`config.mk`:
```
export PLATFORM = sky130hd
export DESIGN_NAME = au_sample_format_converter_unit
export DESIGN_NICKNAME = d
export VERILOG_FILES = /design/src/design/ausfc_pkg.sv /design/src/design/ausfc_convert.sv /design/src/design/au_sample_format_converter_unit.sv
export SDC_FILE = /design/constraint.sdc
export NUM_CORES = 1
export LEC_CHECK = 0
export BUFFER_PORTS_ARGS = -buffer_cell sky130_fd_sc_hd__buf_4
export CORE_MARGIN = 1
export CORE_UTILIZATION = 58
export CTS_CLUSTER_SIZE = 25
export DETAILED_ROUTE_END_ITERATION = 8
export GPL_ROUTABILITY_DRIVEN = 1
export PLACE_DENSITY = 0.82
export SLEW_MARGIN = 40
export SYNTH_ARGS = -nofsm -noshare
export SYNTH_HDL_FRONTEND = slang
export SYNTH_SLANG_ARGS = --single-unit
```
`constraint.sdc`:
```
create_clock -name clk -period 7.06 [get_ports clk]
set_input_delay 0.706 -clock clk [delete_from_list [all_inputs] [get_ports clk]]
set_output_delay 0.706 -clock clk [all_outputs]
set_load 0.02 [all_outputs]
```
`src/design/ausfc_pkg.sv`:
```
// ----------------------------------------------------------------------------
// ausfc_pkg: shared types and constants for the au sample format converter
// Result record, converter outputs, format and register codes, mu-law tables.
// ----------------------------------------------------------------------------
package ausfc_pkg;

	// Register indexes on the configuration port
	localparam logic REG_DIRECTION = 1'b0;
	localparam logic REG_FORMAT    = 1'b1;

	// Direction codes
	localparam logic DIR_ENCODE = 1'b0;
	localparam logic DIR_DECODE = 1'b1;

	// Sample format codes
	localparam logic [1:0] FMT_MULAW  = 2'd0;
	localparam logic [1:0] FMT_LIN8   = 2'd1;
	localparam logic [1:0] FMT_LIN16  = 2'd2;
	localparam logic [1:0] FMT_UNUSED = 2'd3;

	// G.711 mu-law constants
	localparam logic [16:0] MU_CLIP = 17'd32635;
	localparam logic [14:0] MU_BIAS = 15'h0084;

	// Result queue: power of two, room for two requests in flight
	localparam int OQ_DEPTH = 8;
	localparam int OQ_AW    = $clog2(OQ_DEPTH);
	localparam int OQ_CW    = $clog2(OQ_DEPTH + 1);

	// One result request on the output channel
	typedef struct packed {
		logic [7:0]         au_byte_out;
		logic signed [23:0] wide_sample_out;
		logic               last;
	} res_t;

	// Everything the converter hands back for one input request
	typedef struct packed {
		logic [1:0] n_res;
		res_t       r0;
		res_t       r1;
		logic       pend_valid;
		logic [7:0] pend_byte;
	} conv_t;

	// Segment base of the mu-law decoder
	function automatic logic [14:0] mu_seg_base(input logic [2:0] seg);
		logic [14:0] b;
		case (seg)
			3'd0:    b = 15'd0;
			3'd1:    b = 15'd132;
			3'd2:    b = 15'd396;
			3'd3:    b = 15'd924;
			3'd4:    b = 15'd1980;
			3'd5:    b = 15'd4092;
			3'd6:    b = 15'd8316;
			default: b = 15'd16764;
		endcase
		return b;
	endfunction

endpackage

```
`src/design/ausfc_convert.sv`:
```
// ----------------------------------------------------------------------------
// ausfc_convert: single-pass sample conversion
// Encodes a scaled sample into 1 or 2 au bytes, or decodes au bytes into a
// scaled sample, including the high-byte pairing of linear 16 decode.
// ----------------------------------------------------------------------------
module ausfc_convert (
	input  logic                direction,
	input  logic [1:0]          sample_format,
	input  logic signed [31:0]  wide_sample,
	input  logic [7:0]          au_byte,
	input  logic                pending_valid,
	input  logic [7:0]          pending_high_byte,
	output ausfc_pkg::conv_t    conv
);
	import ausfc_pkg::*;

	// G.711 mu-law encode, no zero trap
	function automatic logic [7:0] mu_enc(input logic signed [15:0] s);
		logic        sign;
		logic [16:0] mag;
		logic [14:0] m;
		logic [2:0]  seg;
		logic [3:0]  mant;
		sign = s[15];
		mag  = sign ? (17'd0 - {s[15], s}) : {1'b0, s};
		if (mag > MU_CLIP) mag = MU_CLIP;
		m   = mag[14:0] + MU_BIAS;
		seg = 3'd0;
		// highest set bit among 8..14 sets the segment
		for (int k = 8; k <= 14; k++) begin
			if (m[k]) seg = 3'(k - 7);
		end
		// shift reaches 10, so it needs four bits
		mant = 4'(m >> ({1'b0, seg} + 4'd3));
		return ~{sign, seg, mant};
	endfunction

	// G.711 mu-law decode to 16-bit linear
	function automatic logic signed [15:0] mu_dec(input logic [7:0] b);
		logic [7:0]  c;
		logic [14:0] mag;
		c   = ~b;
		mag = mu_seg_base(c[6:4]) + ({11'd0, c[3:0]} << ({1'b0, c[6:4]} + 4'd3));
		return c[7] ? -$signed({1'b0, mag}) : $signed({1'b0, mag});
	endfunction

	logic signed [23:0] sh8;
	logic signed [15:0] sh16;
	logic signed [15:0] sat16;
	logic [7:0]         sat8;

	// Floor shift (arithmetic) and saturate for encode
	always_comb begin
		sh8  = wide_sample[31:8];
		sh16 = wide_sample[31:16];
		if (sh8 > 24'sd32767)       sat16 = 16'sh7fff;
		else if (sh8 < -24'sd32768) sat16 = 16'sh8000;
		else                        sat16 = sh8[15:0];
		if (sh16 > 16'sd127)        sat8 = 8'h7f;
		else if (sh16 < -16'sd128)  sat8 = 8'h80;
		else                        sat8 = sh16[7:0];
	end

	// Result selection and pairing state
	always_comb begin
		conv            = '0;
		conv.pend_valid = pending_valid;
		conv.pend_byte  = pending_high_byte;
		if (sample_format == FMT_UNUSED) begin
			// request dropped, state untouched
			conv.n_res = 2'd0;
		end else if (direction == DIR_ENCODE) begin
			conv.pend_valid = 1'b0;
			case (sample_format)
				FMT_MULAW: begin
					conv.n_res          = 2'd1;
					conv.r0.au_byte_out = mu_enc(sat16);
					conv.r0.last        = 1'b1;
				end
				FMT_LIN8: begin
					conv.n_res          = 2'd1;
					conv.r0.au_byte_out = sat8;
					conv.r0.last        = 1'b1;
				end
				default: begin
					// big-endian: high byte first
					conv.n_res          = 2'd2;
					conv.r0.au_byte_out = sat16[15:8];
					conv.r1.au_byte_out = sat16[7:0];
					conv.r1.last        = 1'b1;
				end
			endcase
		end else begin
			case (sample_format)
				FMT_MULAW: begin
					conv.pend_valid         = 1'b0;
					conv.n_res              = 2'd1;
					conv.r0.wide_sample_out = {mu_dec(au_byte), 8'h00};
					conv.r0.last            = 1'b1;
				end
				FMT_LIN8: begin
					conv.pend_valid         = 1'b0;
					conv.n_res              = 2'd1;
					conv.r0.wide_sample_out = {au_byte, 16'h0000};
					conv.r0.last            = 1'b1;
				end
				default: begin
					if (!pending_valid) begin
						// hold the high byte, no result yet
						conv.pend_valid = 1'b1;
						conv.pend_byte  = au_byte;
						conv.n_res      = 2'd0;
					end else begin
						conv.pend_valid         = 1'b0;
						conv.n_res              = 2'd1;
						conv.r0.wide_sample_out = {pending_high_byte, au_byte, 8'h00};
						conv.r0.last            = 1'b1;
					end
				end
			endcase
		end
	end

endmodule

```
`src/design/au_sample_format_converter_unit.sv`:
```
// ----------------------------------------------------------------------------
// au_sample_format_converter_unit: au sample encoder / decoder
// Converts between 32-bit scaled samples and au bytes (mu-law, linear 8/16).
// ----------------------------------------------------------------------------
// Usage:
//   Input channel (in_valid/in_ready) carries wide_sample and au_byte; only
//   the field matching the direction is used. Output channel
//   (out_valid/out_ready) carries au_byte_out, wide_sample_out and last.
//   Configure direction (index 0) and sample_format (index 1) through
//   cfg_we/cfg_index/cfg_data while no request is in flight; any write
//   drops a held linear 16 high byte.
//   An accepted request is held in the input register, then converted and
//   written to the result queue, from whose head its first result is offered.
//   Throughput: one request per cycle while the result queue has room;
//   linear 16 encode emits two results per request, so in that mode the
//   output port (one result per cycle) limits the rate. Linear 16 decode
//   gives one result per two requests; an unused format code gives none.
//   in_ready depends on the fill of an 8-entry result queue: a stalled
//   receiver fills it and then in_ready drops; nothing is lost.
//   Reset clears the configuration (encode, mu-law), the pairing state and
//   the queue.
// ----------------------------------------------------------------------------
module au_sample_format_converter_unit (
	input  logic               clk,
	input  logic               arst_n,
	// configuration write port
	input  logic               cfg_we,
	input  logic               cfg_index,
	input  logic [1:0]         cfg_data,
	// input channel
	input  logic               in_valid,
	output logic               in_ready,
	input  logic signed [31:0] wide_sample,
	input  logic [7:0]         au_byte,
	// output channel
	output logic               out_valid,
	input  logic               out_ready,
	output logic [7:0]         au_byte_out,
	output logic signed [23:0] wide_sample_out,
	output logic               last
);
	import ausfc_pkg::*;

	logic               direction_q;
	logic [1:0]         sample_format_q;
	logic               pending_valid_q;
	logic [7:0]         pending_high_byte_q;

	logic               valid_s1;
	logic signed [31:0] wide_sample_s1;
	logic [7:0]         au_byte_s1;

	conv_t              conv;

	res_t               oq_mem [OQ_DEPTH];
	logic [OQ_AW-1:0]   wr_ptr_q;
	logic [OQ_AW-1:0]   rd_ptr_q;
	logic [OQ_CW-1:0]   count_q;

	logic               in_fire;
	logic               pop;
	logic [1:0]         push_n;
	logic [OQ_CW:0]     need;
	res_t               head;

	// Configuration registers
	always_ff @(posedge clk or negedge arst_n) begin
		if (!arst_n) begin
			direction_q     <= DIR_ENCODE;
			sample_format_q <= FMT_MULAW;
		end else if (cfg_we) begin
			unique case (cfg_index)
				REG_DIRECTION: direction_q     <= cfg_data[0];
				REG_FORMAT:    sample_format_q <= cfg_data;
			endcase
		end
	end

	// Input register
	assign in_fire = in_valid & in_ready;

	always_ff @(posedge clk or negedge arst_n) begin
		if (!arst_n) begin
			valid_s1 <= 1'b0;
		end else begin
			valid_s1 <= in_fire;
		end
	end

	always_ff @(posedge clk) begin
		if (in_fire) begin
			wide_sample_s1 <= wide_sample;
			au_byte_s1     <= au_byte;
		end
	end

	// Conversion
	ausfc_convert u_convert (
		.direction         (direction_q),
		.sample_format     (sample_format_q),
		.wide_sample       (wide_sample_s1),
		.au_byte           (au_byte_s1),
		.pending_valid     (pending_valid_q),
		.pending_high_byte (pending_high_byte_q),
		.conv              (conv)
	);

	// Linear 16 pairing state
	always_ff @(posedge clk or negedge arst_n) begin
		if (!arst_n) begin
			pending_valid_q <= 1'b0;
		end else if (cfg_we) begin
			pending_valid_q <= 1'b0;
		end else if (valid_s1) begin
			pending_valid_q <= conv.pend_valid;
		end
	end

	always_ff @(posedge clk) begin
		if (valid_s1) begin
			pending_high_byte_q <= conv.pend_byte;
		end
	end

	// Result queue
	assign push_n = valid_s1 ? conv.n_res : 2'd0;
	assign pop    = out_valid & out_ready;

	always_ff @(posedge clk) begin
		if (push_n != 2'd0) begin
			oq_mem[wr_ptr_q] <= conv.r0;
		end
		if (push_n == 2'd2) begin
			oq_mem[OQ_AW'(wr_ptr_q + 1'b1)] <= conv.r1;
		end
	end

	always_ff @(posedge clk or negedge arst_n) begin
		if (!arst_n) begin
			wr_ptr_q <= '0;
			rd_ptr_q <= '0;
			count_q  <= '0;
		end else begin
			wr_ptr_q <= wr_ptr_q + OQ_AW'(push_n);
			if (pop) begin
				rd_ptr_q <= rd_ptr_q + 1'b1;
			end
			count_q <= count_q + OQ_CW'(push_n) - OQ_CW'(pop);
		end
	end

	// Accept only when the queue can absorb what is in flight plus two more
	always_comb begin
		need = (OQ_CW+1)'(count_q) + (valid_s1 ? (OQ_CW+1)'(2) : '0) + (OQ_CW+1)'(2);
	end
	assign in_ready = (need <= (OQ_CW+1)'(OQ_DEPTH));

	// Output
	assign head            = oq_mem[rd_ptr_q];
	assign out_valid       = (count_q != '0);
	assign au_byte_out     = head.au_byte_out;
	assign wide_sample_out = head.wide_sample_out;
	assign last            = head.last;

endmodule

```
==> reports/results.md <==
| Parameter | Value |
| --- | --- |
| Run status | complete, no violations |
| TritonCTS clock tree | yes |
| Die Area | 0.0248 sq mm |
| Slew at the pin with the worst max-slew slack | 0.852 ns |
| R2R cell count | 14 |
| Unrepaired setup endpoints after global routing | no |
| Number of distinct standard cells referenced by the synthesized netlist | 93 |
| Leak | 5.54 nW |
| First-pass DRT Iterations | 5 |
| Leading cell type by number of instances after synthesis | sky130_fd_sc_hd__o21ai_0 |
| Period utilization | 89.2% |
| Worst setup slack for register-to-register paths | 0.76 ns |
| Maximum single-stage delay on the critical path | 0.81 ns |
| Final global-route overflow total | 0 |
| Port bufs | 66 |
| Clock sink count | 255 |
| CTS hold repair buffers | 0 |
| Clock edge transition at the registers on the reported setup and hold paths | 0.07 ns |
| Maximum number of pins on one net before global-route repair | 53 |
| Count of unresolved DRC violations after routing | 0 |
| Wire length of the first global-routing pass | 58800 microns |
| Kind of launch point of the worst setup path | flip-flop |
| Worst Skew | 0.0165 ns |
| Utilization after layout | 66.3% |
| Normalized max-slew margin | 43.0% |
| Share of cells above drive strength 1 | 17.7% |
| Largest fanout on the critical path | 21 |
| Count of buffers added by post-CTS timing repair for setup | 0 |
| Vertical die dimension | 158 microns |
| Layout Nets | 1507 |
| Number of vias after detailed routing | 11771 |
| Max clock buf depth | 3 |
| Area share of the leading cell type in the synthesized netlist | 24.0% |
| Cell at the root of the clock tree | sky130_fd_sc_hd__clkbuf_16 |
| Estimated wirelength of the detail-placed design | 24000 microns |
| Placeable core area | 0.0236 sq mm |
| Antenna violations before repair | 0 |
| Data required time of the critical path | 7.32 ns |
| Total CTS buffers | 26 |
| GRT Overall Usage | 30.4% |
| Most numerous cell types in the synthesized netlist | 165 x sky130_fd_sc_hd__o21ai_0, 146 x sky130_fd_sc_hd__nand3_1, 128 x sky130_fd_sc_hd__dfxtp_1 |
| Peak supply drop | 0.000237 V |
| Die boundary width | 158 microns |
| Capture point of the worst reg-to-reg path | oq_mem[5][25] |
| Antenna cells | 0 |
| Area growth from synthesis to layout | 11.6% |
| Reg2reg start | wide_sample_s1[31] |
| Ports placed on the boundary | 83 |
| Core Rows | 56 |
| Worst setup path class | flip-flop to flip-flop |
| Cell types occupying the most area after synthesis | sky130_fd_sc_hd__edfxtp_1 24%, sky130_fd_sc_hd__dfxtp_1 18%, sky130_fd_sc_hd__mux4_2 8.0% |
| Worst setup EP type | flip-flop |
| Cell area after technology mapping | 0.0140 sq mm |
| Avg Vias per Cell | 6.68 |
| Routed len/inst | 21.2 microns |
| Highest-delay cell along the critical path | sky130_fd_sc_hd__edfxtp_1 |
| WP data arrival | 6.56 ns |
| Via count of the first global-routing pass | 11184 |
| Ys Warns | 0 |
| HP Class | input port to asynchronous set/reset pin |
| Source-to-sink clock delay at the later pin of the worst-skew pair | 0.55 ns |
| Number of register bits inferred by synthesis | 255 |
| Cell taking the most area after synthesis | sky130_fd_sc_hd__edfxtp_1 |
| Compound-cell area share of the yosys netlist | 18.5% |
| Critical path, cell by cell | o21ai_1 > a21oi_2 > ha_1 > nor4b_2 > a21oi_1 > o31ai_1 > o41a_1 > mux2_2 > o21a_4 > nor2_1 > mux2_2 > o21a_1 > nor4_4 > o32ai_1 |
| Adder and majority gate portion of the synthesized area | 3.28% |
| Count of H-tree levels built during CTS | 1 |
| Instance count of the mapped netlist | 1401 |
| Weighted congestion at the end of routability-driven global placement | 0.930 |
| Power density normalized to cell area | 417 mW/mm^2 |
| Post-synthesis share of cell area spent on and, or, nand and nor gates | 16.2% |
| Top FF cell, synth | sky130_fd_sc_hd__dfxtp_1 |
| Final setup fails | 0 |
| Most frequent cell on the critical path | sky130_fd_sc_hd__mux2_2 |
| Top achievable clock speed | 159 MHz |
| Starting density of the core | 59.4% |
| DRT antenna net count | 0 |
| Routed Wire Length | 37400 microns |
| Count of final hold-check violations | 0 |
| Main combinational cell family by area after synthesis | compound AO/OA/AOI/OAI gates |
| Count of final max-slew check failures | 0 |
| Mux cell area share after synthesis | 10.8% |
| Register area share after synthesis | 44.9% |
| Synth Area in XOR/XNOR | 1.75% |
| Share of flip-flops with an asynchronous set or reset after synthesis | 5.88% |
| Count of max-cap constraint violations | 0 |
| Post-route setup TNS | 0 ns |
| Number of gates given a new drive strength after cts | 0 |
| Number of enable-type register cells in the synthesized netlist | 112 |
| Starting DRC count in detailed routing | 1469 |
| Synthesized area per cell | 10.0 sq um |
| Clock period minus worst slack | 6.30 ns |
[worst max path at each step]
stage,from,end,slack (ns)
2_1_floorplan,wide_sample_s1[30],oq_mem[0][25],1.79
3_3_place_gp,wide_sample_s1[31],oq_mem[4][25],0.94
3_5_place_dp,wide_sample_s1[31],oq_mem[5][25],0.76
4_1_cts,wide_sample_s1[31],oq_mem[5][25],0.64
5_1_grt,au_byte_s1[4],oq_mem[3][24],0.30
6_report,wide_sample_s1[31],oq_mem[5][25],0.76
[stage by stage]
step | cells | worst slack [ns] | total power, mW | area [sq um] | hold WS, ns
final | 1762 | 0.760 | 6.53 | 15700 | 0.0182
after global placement | 1713 | 0.940 | 4.91 | 14700 | 0.430
after detailed placement | 1715 | 0.756 | 5.03 | 14700 | 0.440
after global routing | 1762 | 0.304 | 6.88 | 15700 | 0.0323
after CTS | 1762 | 0.645 | 6.49 | 15600 | 0.0202
after floorplan | 1408 | 1.79 | 4.25 | 14100 | 0.410
[final cells by class]
cell class / count / area [sq um]
fill: 1789 / 7950
multi-input combinational: 1003 / 7140
sequential: 255 / 6310
clock buffer: 36 / 793
timing repair buffer: 93 / 723
tap: 319 / 399
inverter: 45 / 169
clock inverter: 11 / 130
[critical path, delay by kind of cell (launching register included)]
kind | cells | cell delay, ns
simple gates | 3 | 1.33
fa+ha+maj | 1 | 0.33
flops | 1 | 0.81
compound gates | 8 | 2.74
mux | 2 | 0.81
[cells in the final DEF, fill, tap and decap left out, drive strengths merged, types with 8 or more instances in the layout]
master	count
and2	9
inv	45
nor2	58
a21o	9
a21oi	46
mux2	31
and3	12
clkbuf	36
o22ai	59
xor2	10
o31ai	8
nand2	102
or4	10
edfxtp	112
o32ai	8
buf	93
ha	32
xnor2	18
or2	10
o21ai	169
nor3	27
conb	8
nand3	147
clkinv	8
a31oi	15
nor4	11
nand2b	10
a211oi	12
dfrtp	15
mux4	50
o2bb2ai	8
nor2b	18
o211ai	10
dfxtp	128
[power by group]
part | total [mW] | internal, mW | switching [mW]
clock network | 1.46 | 0.865 | 0.591
registers | 2.20 | 1.93 | 0.272
logic | 2.87 | 1.19 | 1.69
[layer usage]
layer / up-vias / track usage [%] / wire [microns]
met4: 0 / 10.9 / 1000
met1: 5675 / 40.9 / 15000
li1: 5374 / - / -
met3: 86 / 4.00 / 3390
met2: 636 / 50.6 / 18000
met5: - / 0 / 0
[sequential cells by signal, indices dropped and copies added, names as in the netlist, 2 cells and up]
register,cells
sample_format_q,2
wide_sample_s1,24
pending_high_byte_q,8
au_byte_s1,8
rd_ptr_q,3
wr_ptr_q,3
oq_mem,200
count_q,4
[cell families (layout without fill, tap and decap cells)]
| family | count (synthesis) | after routing |
|---|---|---|
| AO/OA/AOI/OAI | 404 | 404 |
| XOR/XNOR | 28 | 28 |
| adder cells (fa/ha/maj) | 35 | 35 |
| buffers and inverters | 150 | 185 |
| flip-flops | 255 | 255 |
| multiplexers | 85 | 85 |
| other | 1 | 8 |
| AND/OR/NAND/NOR | 443 | 443 |
(Power assumes the default switching activity.)
